File: src/rtl/mtg_pkg.sv
// Package of the MT19937 generator: sizes, constants, the command and status
// structs between controller and datapath, and the twist/temper/seed functions.
// Depends on nothing.
`timescale 1ns / 1ps
`default_nettype none

package mtg_pkg;

    localparam int STATE_WORDS   = 624;
    localparam int MIDDLE_OFFSET = 397;
    localparam int MAX_BURST     = 64;

    localparam int WORD_W  = 32;
    localparam int ADDR_W  = $clog2(STATE_WORDS);
    localparam int COUNT_W = 7;

    localparam logic [WORD_W-1:0] TWIST_XOR    = 32'h9908_b0df;
    localparam logic [WORD_W-1:0] SEED_MULT    = 32'd1812433253;
    localparam logic [WORD_W-1:0] TEMPER_B     = 32'h9d2c_5680;
    localparam logic [WORD_W-1:0] TEMPER_C     = 32'hefc6_0000;
    localparam logic [WORD_W-1:0] DEFAULT_SEED = 32'd5489;

    localparam logic [ADDR_W-1:0]  LAST_ADDR = ADDR_W'(STATE_WORDS - 1);
    localparam logic [COUNT_W-1:0] BURST_MAX = COUNT_W'(MAX_BURST);

    // Commands from the controller to the datapath.
    typedef struct packed {
        logic run_load;    // capture the request length, reset the seeding index
        logic seed_step;   // write one entry of the seeding pass
        logic read_issue;  // read the next and middle entries
        logic twist;       // twist one entry and load the output register
    } mtg_cmd_t;

    // Status from the datapath to the controller.
    typedef struct packed {
        logic req_zero;    // the offered request asks for no words
        logic needs_seed;  // the state must be seeded before the next word
        logic seed_last;   // the seeding pass is at its last entry
        logic run_last;    // the word being made is the last of the run
        logic out_free;    // the output register can take a word this cycle
    } mtg_stat_t;

    // Next entry of the seeding recurrence, low 32 bits of the product kept.
    function automatic logic [WORD_W-1:0] seed_next(input logic [WORD_W-1:0] prev,
                                                   input logic [ADDR_W-1:0] idx);
        logic [WORD_W-1:0] mixed;
        logic [2*WORD_W-1:0] prod;
        mixed = prev ^ (prev >> 30);
        prod  = mixed * SEED_MULT;
        return prod[WORD_W-1:0] + WORD_W'(idx);
    endfunction

    // New value of one entry from the current, next and middle entries.
    function automatic logic [WORD_W-1:0] twist_word(input logic [WORD_W-1:0] cur,
                                                    input logic [WORD_W-1:0] nxt,
                                                    input logic [WORD_W-1:0] mid);
        logic [WORD_W-1:0] y;
        y = {cur[WORD_W-1], nxt[WORD_W-2:0]};
        return mid ^ (y >> 1) ^ (y[0] ? TWIST_XOR : '0);
    endfunction

    // Output tempering.
    function automatic logic [WORD_W-1:0] temper(input logic [WORD_W-1:0] x);
        logic [WORD_W-1:0] w;
        w = x ^ (x >> 11);
        w = w ^ ((w << 7) & TEMPER_B);
        w = w ^ ((w << 15) & TEMPER_C);
        w = w ^ (w >> 18);
        return w;
    endfunction

endpackage

`default_nettype wire

File: src/rtl/mtg_ctrl.sv
// Controller of the MT19937 generator: sequences seeding, memory reads and
// twists for one request at a time. Uses mtg_pkg.
`timescale 1ns / 1ps
`default_nettype none

module mtg_ctrl (
    input  wire logic               aclk,
    input  wire logic               aresetn,
    input  wire logic               s_tvalid,
    output logic                    s_tready,
    input  wire mtg_pkg::mtg_stat_t stat,
    output mtg_pkg::mtg_cmd_t       cmd
);

    localparam logic [1:0] ST_IDLE  = 2'd0;
    localparam logic [1:0] ST_SEED  = 2'd1;
    localparam logic [1:0] ST_READ  = 2'd2;
    localparam logic [1:0] ST_TWIST = 2'd3;

    logic [1:0] state_reg;
    logic [1:0] state_next;

    // Next state and commands.
    always_comb begin
        state_next = state_reg;
        cmd        = '0;
        unique case (state_reg)
            ST_IDLE: begin
                if (s_tvalid) begin
                    cmd.run_load = 1'b1;
                    if (!stat.req_zero) begin
                        state_next = stat.needs_seed ? ST_SEED : ST_READ;
                    end
                end
            end
            ST_SEED: begin
                cmd.seed_step = 1'b1;
                if (stat.seed_last) begin
                    state_next = ST_READ;
                end
            end
            ST_READ: begin
                cmd.read_issue = 1'b1;
                state_next     = ST_TWIST;
            end
            ST_TWIST: begin
                if (stat.out_free) begin
                    cmd.twist  = 1'b1;
                    state_next = stat.run_last ? ST_IDLE : ST_READ;
                end
            end
            default: state_next = ST_IDLE;
        endcase
    end

    always_ff @(posedge aclk) begin
        if (!aresetn) begin
            state_reg <= ST_IDLE;
        end else begin
            state_reg <= state_next;
        end
    end

    assign s_tready = (state_reg == ST_IDLE);

endmodule

`default_nettype wire

File: config.mk
export PLATFORM = sky130hd
export DESIGN_NAME = mtg_ctrl
export DESIGN_NICKNAME = d
export VERILOG_FILES = /design/src/rtl/mtg_pkg.sv /design/src/rtl/mtg_ctrl.sv
export SDC_FILE = /design/constraint.sdc
export NUM_CORES = 1
export LEC_CHECK = 0
export BUFFER_PORTS_ARGS = -buffer_cell sky130_fd_sc_hd__buf_2
export CAP_MARGIN = 20
export CORE_AREA = 10 10 47 49
export DETAILED_ROUTE_END_ITERATION = 10
export DIE_AREA = 0 0 57 59
export GPL_ROUTABILITY_DRIVEN = 0
export PLACE_DENSITY = 0.31
export SKIP_LAST_GASP = 1
export SYNTH_ARGS = -nofsm -noshare
export SYNTH_HDL_FRONTEND = slang
export SYNTH_SLANG_ARGS = --single-unit
File: constraint.sdc
create_clock -name aclk -period 1.4 [get_ports aclk]
set_input_delay 0.28 -clock aclk [delete_from_list [all_inputs] [get_ports aclk]]
set_output_delay 0.28 -clock aclk [all_outputs]
set_load 0.005 [all_outputs]
# Yosys cells after proc, flatten, opt, wreduce, memory -nomap -nowiden
# Cells that the tools add are included.
word_totals:
  regBits: 2
  inputBits: 8
  output_inout_bits: 5
  elab_cells: 23
classes:
  n_eq_ne: 7
  mux: 13
  n_reduce_logical: 2
ops:
  columns: ["cell", "count"]
  rows:
  - ["$mux W2", 6]
  - ["$ne A2 B2 Y1 const B", 4]
  - ["$pmux W2 S4", 1]
  - ["$mux W1", 6]
  - ["$eq A2 B2 Y1 const B", 2]
  - ["$reduce_and A4 Y1", 1]
  - ["$eq A2 B1 Y1 const B", 1]
  - ["$logic_not A2 Y1", 1]

# Longest topological paths before layout
depth:
  word_depth: 4
  ltp_mapped: 3
  ltp_nobuf: 3

# Least setup slack after synthesis
# No wires, ideal clock.
synth_path:
  path_type: "register to output"
  from: "register state_reg[1]"
  to: "output port cmd[3] (netlist bit)"
  t_arrival_ps: 737
  t_required_ps: 1120
  path_slack_ps: 383
  path_stages_with_launch: 3
  path_buffers: 0
  path_cell_list: "dfxtp_1 nor2_1 and2_1"
synth_rtl:
  columns: ["element", "line_no", "source"]
  rows:
  - ["start: declaration", "mtg_ctrl.sv:20", "logic [1:0] state_reg;"]
  - ["start signal: assignment", "mtg_ctrl.sv:60", "state_reg <= state_next;"]
  - ["end: declaration", "mtg_ctrl.sv:12", "output mtg_pkg::mtg_cmd_t cmd"]

==> qor.txt <==
Fin util -> 0.174
Final setup viols -> 0
Post_cts resized -> 1
Net total in the final layout -> 42
Post-CTS Hold Buffers -> 0
Number of max-cap violations -> 0
Post-CTS Setup Inserts -> 0
RSZ-0062 raised after global routing -> false
Io pins -> 13
Initial antenna violation count -> 0
Via count -> 188
Dominant cells by area after synthesis -> dfxtp_1 (29%), a2111oi_2 (11%), and3_4 (8.1%), nand2_1 (8.1%), o2111a_1 (8.1%)
GRT overflow -> 0
Clock buffer depth -> 2
Slew Viols, Final -> 0
First-pass DRT Iterations -> 4
Simple-Gate Fraction of Synth Area -> 0.459
H-tree depth -> 1
Initial Util -> 0.0991
Required time worst endpoint -> 1.12 ns
Clock transition at the registers of the reported paths -> 0.03 ns
Fmax -> 768 MHz
Total Neg Setup Slack -> 0 ns
Rel. slew slack -> 0.812
Slew of the pin with the lowest slew margin -> 0.281 ns
Post-route DRC -> 0
Largest net degree at the start of global routing -> 7
Area Overhead vs Synth -> 75.7%
Hold Vio Cnt, Final -> 0
Critical Path AT -> 1.02 ns
Critical Path Sink Type -> output port
Compound-Gate Fraction of Synth Area -> 0.225
P per Cell Area -> 1050 nW/um^2
Number of port buffers -> 12
Yosys warns -> 0
CTS Root Cell -> clkbuf_4
Final Skew -> 0.000884 ns
R2R Setup Slk -> 0.45 ns
Syn nets -> 25
Crit Path Class -> reg2out
Die X -> 57 um
Status -> complete, no violations
Critical path's slowest cell -> dfxtp_1
Critical path's largest stage delay -> 0.35 ns
Leakage Power -> 0.123 nW
Post-synth top area share -> 0.288
Synth area leader -> dfxtp_1
Overall Global Routing Usage -> 0.0328
Fin crit share -> 0.930
First-pass GRT wire length -> 841 um
Core ar. -> 1400 sq um
Drt via density -> 3.92
Die Y -> 59 um
Clock sink count -> 2
Post-DRT Antenna Nets -> 0
Antenna cells -> 0
CTS tree -> yes
# rows -> 14
Vias in the first global route -> 211
Layout cells sized above 1 -> 0.563
Post-Synth XOR/XNOR Area -> 0
Crit path max fanout -> 6
CP Cell Sequence -> nor2_2 > and2_1 > buf_2
Worst-Skew Late Latency -> 0.22 ns
Synth Instances -> 17
Max FFs per register -> 2
Mapped Avg Cell Area -> 8.17 sq um
Iter 0 DRT Violations -> 3
Post-synthesis mux area share -> 0
Seq/Total Area, Yosys -> 0.288
#FFs+latches synth -> 2
Largest family of logic cells by synthesized area -> simple AND/OR/NAND/NOR gates
Netlist area before placement -> 139 sq um
Maximum vdd drop -> 0.000367 V
CP startpoint kind -> register
Num CTS Buffers -> 3
Yosys cell types -> 13
Post-synthesis adder-cell area fraction -> 0
Wirelength, routed -> 525 um
Die area -> 3360 sq um
DR WL/cell -> 10.9 um
Post-route minimum period -> 1.30 ns
Hold crit path type -> in2reg
Filler Cell Count -> 170
==> layout make-up <==
cell class                      count  area (sq um)  share of cell area
Timing Repair Buffer               12          60.1               0.246
Inverter                            1          3.75              0.0154
Clock buffer                        3          22.5              0.0923
Sequential cell                     2          40.0               0.164
Tap cell                           16          20.0              0.0821
Multi-Input combinational cell     14          97.6               0.400
==> worst max-delay path: cells and delay by family (launching register included) <==
| kind | cells | cell delay, ns |
|---|---|---|
| DFF | 1 | 0.35 |
| and+or+nand+nor | 2 | 0.34 |
| buffers and inverters | 1 | 0.11 |
==> power by group <==
part	switching, mW	internal, mW
Sequential	0.00860	0.0634
Clock	0.0305	0.0943
Combinational	0.0266	0.0321
==> placed cells by master (no fill, tap or decap) <==
master     count
nand3b_1       1
o21ai_0        1
inv_1          1
nand2_1        3
and3_4         1
clkbuf_4       3
o2111a_1       1
nor2_2         1
dfxtp_1        2
and2_1         1
nor2b_1        1
nor2_1         1
nand2b_1       1
a2111oi_2      1
and2b_1        1
buf_2         12
==> cells by family after synthesis <==
group                  Yosys count
AO/OA/AOI/OAI                    3
flip-flops                       2
AND/OR/NAND/NOR                 11
buffers and inverters            1
==> metal layers <==
| layer | vias to the layer above | part of all wire | GRT usage |
|---|---|---|---|
| met3 | 0 | 0.20 | 0.0365 |
| met5 | - | 0 | 0 |
| met1 | 83 | 0.41 | 0.0296 |
| li1 | 89 | - | - |
| met4 | 0 | 0 | 0.0302 |
| met2 | 16 | 0.38 | 0.0388 |
==> cell usage after synthesis, drive strengths merged <==
| cell type | count |
|---|---|
| nand2 | 3 |
| dfxtp | 2 |
| nor2 | 2 |
| a2111oi | 1 |
| and2 | 1 |
| and2b | 1 |
| and3 | 1 |
| inv | 1 |
| nand2b | 1 |
| nand3b | 1 |
| nor2b | 1 |
| o2111a | 1 |
| o21ai | 1 |
==> metrics by stage <==
step / hold WS [ns] / total power, mW / std cells / setup WS (ns) / cell area [sq um]
floorplan: 0.410 / 0.0990 / 17 / 0.383 / 139
global placement: 0.542 / 0.130 / 45 / 0.281 / 219
detailed placement: 0.535 / 0.131 / 45 / 0.249 / 219
CTS: 0.296 / 0.268 / 48 / 0.0712 / 244
global route: 0.310 / 0.281 / 48 / 0.00146 / 244
finish: 0.310 / 0.256 / 48 / 0.0979 / 244
==> worst paths after layout <==
| path | startpoint | endpoint | cells after the start |
|---|---|---|---|
| max | state_reg[1]$_SDFFE_PN0P_ | cmd[3] | 3 |
| min | aresetn | state_reg[0]$_SDFFE_PN0P_ | 3 |
| max reg2reg | state_reg[1]$_SDFFE_PN0P_ | state_reg[0]$_SDFFE_PN0P_ | 2 |
| min reg2reg | state_reg[1]$_SDFFE_PN0P_ | state_reg[0]$_SDFFE_PN0P_ | 2 |
No activity file was read; power rests on OpenSTA's default activity.
